**config.mk**
```make
export PLATFORM = sky130hd
export DESIGN_NAME = xor_checksum_frame_parser
export DESIGN_NICKNAME = d
export VERILOG_FILES = /design/src/hdl/xcfp_pkg.sv /design/src/hdl/xcfp_ram.sv /design/src/hdl/xor_checksum_frame_parser.sv
export SDC_FILE = /design/constraint.sdc
export NUM_CORES = 1
export LEC_CHECK = 0
export ABC_AREA = 1
export BUFFER_PORTS_ARGS = -buffer_cell sky130_fd_sc_hd__buf_2
export CAP_MARGIN = 5
export CORE_UTILIZATION = 45
export CTS_CLUSTER_DIAMETER = 100
export DETAILED_ROUTE_END_ITERATION = 6
export REMOVE_ABC_BUFFERS = 1
export SLEW_MARGIN = 25
export SYNTH_ARGS = -nofsm -noshare
export SYNTH_HDL_FRONTEND = slang
export SYNTH_HIERARCHICAL = 1
export SYNTH_SLANG_ARGS = --single-unit
```
**constraint.sdc**
```tcl
create_clock -name clock -period 5.6 [get_ports clock]
set_clock_uncertainty 0.05 [all_clocks]
set_input_delay 0.28 -clock clock [delete_from_list [all_inputs] [get_ports clock]]
set_output_delay 0.28 -clock clock [all_outputs]
set_load 0.02 [all_outputs]
```
**src/hdl/xcfp_pkg.sv**
```systemverilog
// ----------------------------------------------------------------------------
// xcfp_pkg
// Types and constants shared by the XOR checksum frame parser.
// ----------------------------------------------------------------------------
`timescale 1ns / 1ps

package xcfp_pkg;

   localparam int MAX_PAYLOAD = 64;
   localparam int ADDR_W      = (MAX_PAYLOAD > 1) ? $clog2(MAX_PAYLOAD) : 1;
   localparam int FILL_W      = $clog2(MAX_PAYLOAD + 1);

   localparam int DATA_W      = 8;
   localparam int LEN_W       = 7;
   localparam int CNT_W       = 32;
   localparam int IDX_OUT_W   = 6;
   localparam int CSR_IDX_W   = 2;

   localparam logic [DATA_W-1:0] SYNC_FIRST_RST  = 8'd170;
   localparam logic [DATA_W-1:0] SYNC_SECOND_RST = 8'd85;
   localparam logic [LEN_W-1:0]  MAX_LEN_RST     = 7'd64;

   localparam logic [CSR_IDX_W-1:0] CSR_SYNC_FIRST  = 2'd0;
   localparam logic [CSR_IDX_W-1:0] CSR_SYNC_SECOND = 2'd1;
   localparam logic [CSR_IDX_W-1:0] CSR_MAX_LEN     = 2'd2;

   typedef enum logic [1:0] {
      KIND_DATA      = 2'd0,
      KIND_EMPTY     = 2'd1,
      KIND_OVERFLOW  = 2'd2,
      KIND_BAD_CHECK = 2'd3
   } kind_type;

   typedef enum logic [6:0] {
      ST_HUNT1 = 7'b0000001,
      ST_HUNT2 = 7'b0000010,
      ST_TYPE  = 7'b0000100,
      ST_LEN   = 7'b0001000,
      ST_DATA  = 7'b0010000,
      ST_CHECK = 7'b0100000,
      ST_DRAIN = 7'b1000000
   } state_type;

endpackage

```
**src/hdl/xcfp_ram.sv**
```systemverilog
// ----------------------------------------------------------------------------
// xcfp_ram
// Simple dual-port RAM, one write and one registered read port.
// ----------------------------------------------------------------------------
`timescale 1ns / 1ps

module xcfp_ram #(
   parameter  int WIDTH  = 8,
   parameter  int DEPTH  = 64,
   localparam int ADDR_W = (DEPTH > 1) ? $clog2(DEPTH) : 1
) (
   input  logic              clock,
   input  logic              wr_en,
   input  logic [ADDR_W-1:0] wr_addr,
   input  logic [WIDTH-1:0]  wr_data,
   input  logic              rd_en,
   input  logic [ADDR_W-1:0] rd_addr,
   output logic [WIDTH-1:0]  rd_data
);

   logic [WIDTH-1:0] mem_ff [DEPTH];
   logic [WIDTH-1:0] rd_data_ff;

   always_ff @(posedge clock) begin
      if (wr_en) begin
         mem_ff[wr_addr] <= wr_data;
      end
      if (rd_en) begin
         rd_data_ff <= mem_ff[rd_addr];
      end
   end

   assign rd_data = rd_data_ff;

endmodule

```
**src/hdl/xor_checksum_frame_parser.sv**
```systemverilog
// ----------------------------------------------------------------------------
// xor_checksum_frame_parser
// Two-sync-byte framed stream parser with an 8-bit XOR check and payload store.
// ----------------------------------------------------------------------------
// Results: an event result from a length or check byte appears in the cycle after that byte is taken.
// Throughput: one request per cycle; length and check bytes wait while a result
//   is held. After a good check byte the payload is read back from the store,
//   first byte through the registered read port and the result register, then one
//   per cycle unless results are stalled; requests stall until the last byte is loaded.
// Reset: synchronous; registers and counters return to defaults, store is not cleared.
`timescale 1ns / 1ps

module xor_checksum_frame_parser
   import xcfp_pkg::*;
(
   input  logic                 clock,
   input  logic                 reset,

   input  logic                 req_valid,
   output logic                 req_stall,
   input  logic [DATA_W-1:0]    req_in_byte,

   output logic                 rsp_valid,
   input  logic                 rsp_stall,
   output logic [1:0]           rsp_kind,
   output logic [DATA_W-1:0]    rsp_frame_type,
   output logic [DATA_W-1:0]    rsp_frame_len,
   output logic [IDX_OUT_W-1:0] rsp_byte_index,
   output logic [DATA_W-1:0]    rsp_data_byte,
   output logic                 rsp_last,
   output logic [CNT_W-1:0]     rsp_overflow_count,
   output logic [CNT_W-1:0]     rsp_checksum_error_count,

   input  logic                 csr_we,
   input  logic [CSR_IDX_W-1:0] csr_index,
   input  logic [DATA_W-1:0]    csr_wdata
);

   state_type         state_ff, state_in;
   logic [DATA_W-1:0] sync1_ff, sync2_ff;
   logic [LEN_W-1:0]  max_len_ff;
   logic [DATA_W-1:0] held_type_ff, held_type_in;
   logic [DATA_W-1:0] held_len_ff, held_len_in;
   logic [FILL_W-1:0] fill_ff, fill_in;
   logic [DATA_W-1:0] xor_ff, xor_in;
   logic [CNT_W-1:0]  ovf_ff, ovf_in;
   logic [CNT_W-1:0]  bad_ff, bad_in;
   logic [FILL_W-1:0] rd_idx_ff, rd_idx_in;
   logic              rehunt_ff, rehunt_in;

   logic              out_valid_ff;
   kind_type          out_kind_ff;
   logic [DATA_W-1:0] out_type_ff, out_len_ff, out_data_ff;
   logic [IDX_OUT_W-1:0] out_idx_ff;
   logic              out_last_ff;
   logic [CNT_W-1:0]  out_ovf_ff, out_bad_ff;

   logic              slot_free, req_accept;
   logic [LEN_W-1:0]  limit;
   logic              load;
   kind_type          load_kind;
   logic [FILL_W-1:0] load_idx;
   logic [DATA_W-1:0] load_data;
   logic              load_last;
   logic              ram_we, ram_re;
   logic [DATA_W-1:0] ram_rdata;

   assign slot_free  = !out_valid_ff || !rsp_stall;
   // only the length and check bytes can make a result
   assign req_stall  = (state_ff == ST_DRAIN) ||
                       (!slot_free && ((state_ff == ST_LEN) || (state_ff == ST_CHECK)));
   assign req_accept = req_valid && !req_stall;
   assign limit      = (max_len_ff < LEN_W'(MAX_PAYLOAD)) ? max_len_ff : LEN_W'(MAX_PAYLOAD);

   always_comb begin
      state_in     = state_ff;
      held_type_in = held_type_ff;
      held_len_in  = held_len_ff;
      fill_in      = fill_ff;
      xor_in       = xor_ff;
      ovf_in       = ovf_ff;
      bad_in       = bad_ff;
      rd_idx_in    = rd_idx_ff;
      rehunt_in    = rehunt_ff;
      load         = 1'b0;
      load_kind    = KIND_DATA;
      load_idx     = '0;
      load_data    = '0;
      load_last    = 1'b1;
      ram_we       = 1'b0;
      ram_re       = 1'b0;

      if (req_accept) begin
         unique case (state_ff)
            ST_HUNT1: begin
               state_in = (req_in_byte == sync1_ff) ? ST_HUNT2 : ST_HUNT1;
            end
            ST_HUNT2: begin
               // another first sync byte keeps waiting
               if (req_in_byte == sync2_ff) begin
                  state_in = ST_TYPE;
               end else if (req_in_byte != sync1_ff) begin
                  state_in = ST_HUNT1;
               end
            end
            ST_TYPE: begin
               held_type_in = req_in_byte;
               xor_in       = req_in_byte;
               state_in     = ST_LEN;
            end
            ST_LEN: begin
               held_len_in = req_in_byte;
               xor_in      = xor_ff ^ req_in_byte;
               if (req_in_byte > DATA_W'(limit)) begin
                  ovf_in    = ovf_ff + 1'b1;
                  state_in  = ST_HUNT1;
                  load      = 1'b1;
                  load_kind = KIND_OVERFLOW;
               end else begin
                  fill_in  = '0;
                  state_in = (req_in_byte == '0) ? ST_CHECK : ST_DATA;
               end
            end
            ST_DATA: begin
               ram_we  = (fill_ff < FILL_W'(MAX_PAYLOAD));
               fill_in = fill_ff + 1'b1;
               xor_in  = xor_ff ^ req_in_byte;
               if (DATA_W'(fill_in) >= held_len_ff) begin
                  state_in = ST_CHECK;
               end
            end
            ST_CHECK: begin
               if (req_in_byte == xor_ff) begin
                  if (held_len_ff == '0) begin
                     load      = 1'b1;
                     load_kind = KIND_EMPTY;
                     state_in  = (req_in_byte == sync1_ff) ? ST_HUNT2 : ST_HUNT1;
                  end else begin
                     // start readout at entry 0
                     rehunt_in = (req_in_byte == sync1_ff);
                     rd_idx_in = '0;
                     ram_re    = 1'b1;
                     state_in  = ST_DRAIN;
                  end
               end else begin
                  bad_in    = bad_ff + 1'b1;
                  state_in  = ST_HUNT1;
                  load      = 1'b1;
                  load_kind = KIND_BAD_CHECK;
               end
            end
            default: begin
               state_in = ST_HUNT1;
            end
         endcase
      end

      // readout: read data for rd_idx is on the RAM port, next read overlaps
      if ((state_ff == ST_DRAIN) && slot_free) begin
         load      = 1'b1;
         load_kind = KIND_DATA;
         load_idx  = rd_idx_ff;
         load_data = ram_rdata;
         load_last = ((DATA_W'(rd_idx_ff) + 1'b1) == held_len_ff);
         if (load_last) begin
            state_in = rehunt_ff ? ST_HUNT2 : ST_HUNT1;
         end else begin
            rd_idx_in = rd_idx_ff + 1'b1;
            ram_re    = 1'b1;
         end
      end
   end

   always_ff @(posedge clock) begin
      if (reset) begin
         state_ff     <= ST_HUNT1;
         sync1_ff     <= SYNC_FIRST_RST;
         sync2_ff     <= SYNC_SECOND_RST;
         max_len_ff   <= MAX_LEN_RST;
         held_type_ff <= '0;
         held_len_ff  <= '0;
         fill_ff      <= '0;
         xor_ff       <= '0;
         ovf_ff       <= '0;
         bad_ff       <= '0;
         rd_idx_ff    <= '0;
         rehunt_ff    <= 1'b0;
         out_valid_ff <= 1'b0;
      end else begin
         state_ff     <= state_in;
         held_type_ff <= held_type_in;
         held_len_ff  <= held_len_in;
         fill_ff      <= fill_in;
         xor_ff       <= xor_in;
         ovf_ff       <= ovf_in;
         bad_ff       <= bad_in;
         rd_idx_ff    <= rd_idx_in;
         rehunt_ff    <= rehunt_in;
         out_valid_ff <= load || (out_valid_ff && rsp_stall);
         if (csr_we) begin
            unique case (csr_index)
               CSR_SYNC_FIRST:  sync1_ff   <= csr_wdata;
               CSR_SYNC_SECOND: sync2_ff   <= csr_wdata;
               CSR_MAX_LEN:     max_len_ff <= csr_wdata[LEN_W-1:0];
               default: ;
            endcase
         end
      end
   end

   always_ff @(posedge clock) begin
      if (load) begin
         out_kind_ff <= load_kind;
         out_type_ff <= held_type_in;
         out_len_ff  <= held_len_in;
         out_idx_ff  <= IDX_OUT_W'(load_idx);
         out_data_ff <= load_data;
         out_last_ff <= load_last;
         out_ovf_ff  <= ovf_in;
         out_bad_ff  <= bad_in;
      end
   end

   xcfp_ram #(
      .WIDTH (DATA_W),
      .DEPTH (MAX_PAYLOAD)
   ) u_store (
      .clock   (clock),
      .wr_en   (ram_we),
      .wr_addr (fill_ff[ADDR_W-1:0]),
      .wr_data (req_in_byte),
      .rd_en   (ram_re),
      .rd_addr (rd_idx_in[ADDR_W-1:0]),
      .rd_data (ram_rdata)
   );

   assign rsp_valid                = out_valid_ff;
   assign rsp_kind                 = out_kind_ff;
   assign rsp_frame_type           = out_type_ff;
   assign rsp_frame_len            = out_len_ff;
   assign rsp_byte_index           = out_idx_ff;
   assign rsp_data_byte            = out_data_ff;
   assign rsp_last                 = out_last_ff;
   assign rsp_overflow_count       = out_ovf_ff;
   assign rsp_checksum_error_count = out_bad_ff;

endmodule

```
==> results.cfg <==
[outcome]
status = finished, final reports clean

[global_routing]
grt_pass1_vias = 22968
grt_start_max_net_pins = 169
grt_overflow = 0
grt_pass1_wl_um = 137200
grt.total_usage = 0.2410
antenna_found_initial = 1

[logic_synthesis]
avgSynthCellArea_sq_um = 9.768
synth_edf_count = 617
syn_inst = 3391
syn_area_sq_um = 33120
yosysSeqAreaShare = 0.6404
yosysWarnings = 6
async_reset_ff_frac = 0
ys.flop_type = edfxtp_1
ys_types = 45
ys_seq_elements = 751

[timing]
slew_viol_final = 0
tightest_slew_ns = 1.047
fmax_ghz = 0.2213
timing.hold.ws_ns = 0.05624
setup_ws_ns = 1.080
setup-violations-final = 0
fin_crit_ns = 4.520
hold_viol = 0
relSlewSlack = 0.3017
rsz0062_at_grt = no
fin_crit_sh = 0.8071

[min_path]
holdPathStages = 4
worstHoldStart = csr_index[1]
whs_endpoint = sync2_ff[2]
hold_class = primary input to register

[cts]
tritoncts = built
cts_root_buf = clkbuf_16
cts_sinks = 751
h-tree-depth = 3
cts_resized = 0
path_clk_slew_ns = 0.06
numCtsBuffers = 80
post_cts_buffers = 0
clkLatencyLatePin_ns = 0.64
clockBufferDepth = 3

[worst_setup_path]
path_max_fanout = 149
slowest_delay_ns = 0.55
start_kind = register
reg2reg_slack_ns = 1.08
startpoint = state_ff[3]
crit_top_cell = nand2_1
worstPathCellList = nor2_1 > nand2_1 > inv_2 > nand2_1 > nand2_1 > nand2_2 > nand3_4 > inv_1 > nand3_1 > nand3_1 > nand2_4 > inv_8 > buf_4 > nand2_1 > nand3_1 > nand3_1 > nand2_1 > nand2_1 > nand3_1 > nand3_1 > nand2_1
crit_path_top_delay_cell = buf_4
worst-r2r-cell-count = 21
regToRegEndpoint = u_store/rd_data[1]
end_kind = register
path_class = register to register
cp.arrival_ns = 4.98
required_ns = 6.06
reg2reg_from = state_ff[3]

[die]
die_width_um = 273.3
row_count = 99
core_area_sq_um = 72830
initial_utilization = 0.4548
die_area_sq_um = 74690
die_h_um = 273.3
boundaryPins = 122

[pwr]
p_leak_nw = 14.15
pwr-share-clk = 0.466
powerDensity_nw_per_um2 = 314.5
p_total_mw = 11.70
p_int_mw = 9.246
p_switching_mw = 2.449
pwr-share-comb = 0.018
seqPwrFrac = 0.516
ir_worst_vdd_v = 0.0002070
swShare = 0.2094

[drt]
drtIter0Drc = 2352
drc = 0
routedWlPerCell_um = 19.89
totalWireLength_um = 90040
antenna_left = 0
viasPerCell = 5.307
dr.pass1.iters = 5
vias = 24024

[final_layout]
layout_commonest_cell = nand2_1
drive_gt1_frac = 0.09529
antenna_cells = 0
fin_nets = 3543
fillCellCount = 6684
fin_cells = 4527
final_cell_mix = nand2_1 (1,170), edfxtp_1 (617), nand3_1 (523), nor2_1 (260), inv_1 (219)
syn2layout_area_growth_pct = 12.27

[place]
place_congestion = 0.8715
place_inst = 4370
hpwl_um = 56340
dp_slack_ns = 1.162
port_buffers = 121

[job]
cap_violations = 0
==> layout make-up <==
type	instances	area, sq um	area share
Clock buffer	97	2106	0.05663
Clock inverter	51	598.1	0.01608
Inverter	231	877.1	0.02359
Multi-Input combinational cell	2250	10030	0.2698
Sequential cell	751	21210	0.5704
Tap cell	959	1200	0.03227
Timing Repair Buffer	188	1162	0.03126
==> worst max-delay path by stage <==
stage	endpoint	cells past startpoint
global route	u_store/rd_data[3]	20
global placement	u_store/rd_data[1]	21
CTS	u_store/rd_data[4]	20
detailed placement	u_store/rd_data[4]	20
floorplan	u_store/rd_data[0]	20
finish	u_store/rd_data[1]	21
==> cell usage after synthesis (5+ instances only) <==
library cell / n / area, sq um
nand2_1: 1173 / 4403
nand4_1: 30 / 187.7
nor4_1: 11 / 68.82
xnor2_1: 21 / 183.9
buf_2: 49 / 245.2
xor2_1: 26 / 227.7
nor2_1: 260 / 975.9
nand3_1: 524 / 2623
nand3b_1: 9 / 67.56
inv_2: 9 / 33.78
edfxtp_1: 617 / 18530
or2_1: 5 / 31.28
buf_6: 36 / 405.4
and2_1: 6 / 37.54
nor3_1: 14 / 70.07
clkbuf_1: 39 / 146.4
ha_1: 18 / 225.2
buf_4: 23 / 172.7
buf_1: 10 / 37.54
o21ai_0: 37 / 185.2
inv_1: 220 / 825.8
a21oi_1: 79 / 395.4
dfxtp_1: 134 / 2683
==> cell families (layout without fill, tap and decap cells) <==
logic type      Yosys count  after routing  synth area share
flops                   751            751            0.6404
buf+inv                 390            567           0.05765
compound gates          128            128           0.02010
xor+xnor                 47             47           0.01243
fa+ha+maj                18             18          0.006800
simple gates           2057           2057            0.2627
==> flip-flops by register name (all words and copies together), names as in the netlist, 2 cells and up <==
name and count:
u_store/mem_ff 512, bad_ff 32, ovf_ff 32, rsp_checksum_error_count 32, rsp_overflow_count 32, held_len_ff 8, held_type_ff 8, rsp_data_byte 8
rsp_frame_len 8, rsp_frame_type 8, sync1_ff 8, sync2_ff 8, u_store/rd_data 8, xor_ff 8, fill_ff 7, max_len_ff 7
rd_idx_ff 7, state_ff 7, rsp_byte_index 6, rsp_kind 2
==> power by group through the flow <==
stage / registers [mW] / logic (mW) / clock network [mW]
after floorplan: 6.15 / 0.0581 / 0
after global placement: 6.15 / 0.206 / 0
after detailed placement: 6.15 / 0.208 / 0
after CTS: 6.03 / 0.213 / 5.55
after global routing: 6.03 / 0.229 / 5.76
final: 6.03 / 0.210 / 5.45
==> stage by stage <==
step	setup TNS, ns	cell area (sq um)	utilization
after CTS	0	37190	0.5105
after global routing	0	37190	0.5105
after floorplan	-26.66	32080	-
final	0	37190	0.5105
after detailed placement	0	34390	0.4722
after global placement	0	34390	0.4721
==> what timing repair did <==
action	in CTS	in global routing
endpoints found under the setup margin	0	0
hold buffers	9	0
endpoints found under the hold margin	27	0
==> worst max-delay path: cells and delay by family, from the launching register on <==
kind | cells | cell delay [ns]
buffers and inverters | 4 | 1.15
AND/OR/NAND/NOR | 17 | 2.48
flip-flops | 1 | 0.37
==> layer usage <==
| metal | part of all wire | routed length, um | global-route usage | vias to the layer above |
|---|---|---|---|---|
| met3 | 0.070 | 6275 | 0.03904 | 135 |
| met2 | 0.46 | 41800 | 0.3799 | 852 |
| met4 | 0.028 | 2517 | 0.08424 | 0 |
| li1 | - | - | - | 11560 |
| met1 | 0.44 | 39440 | 0.3372 | 11477 |
| met5 | 0 | 0 | 0 | - |
No activity file was read; power rests on OpenSTA's default activity.
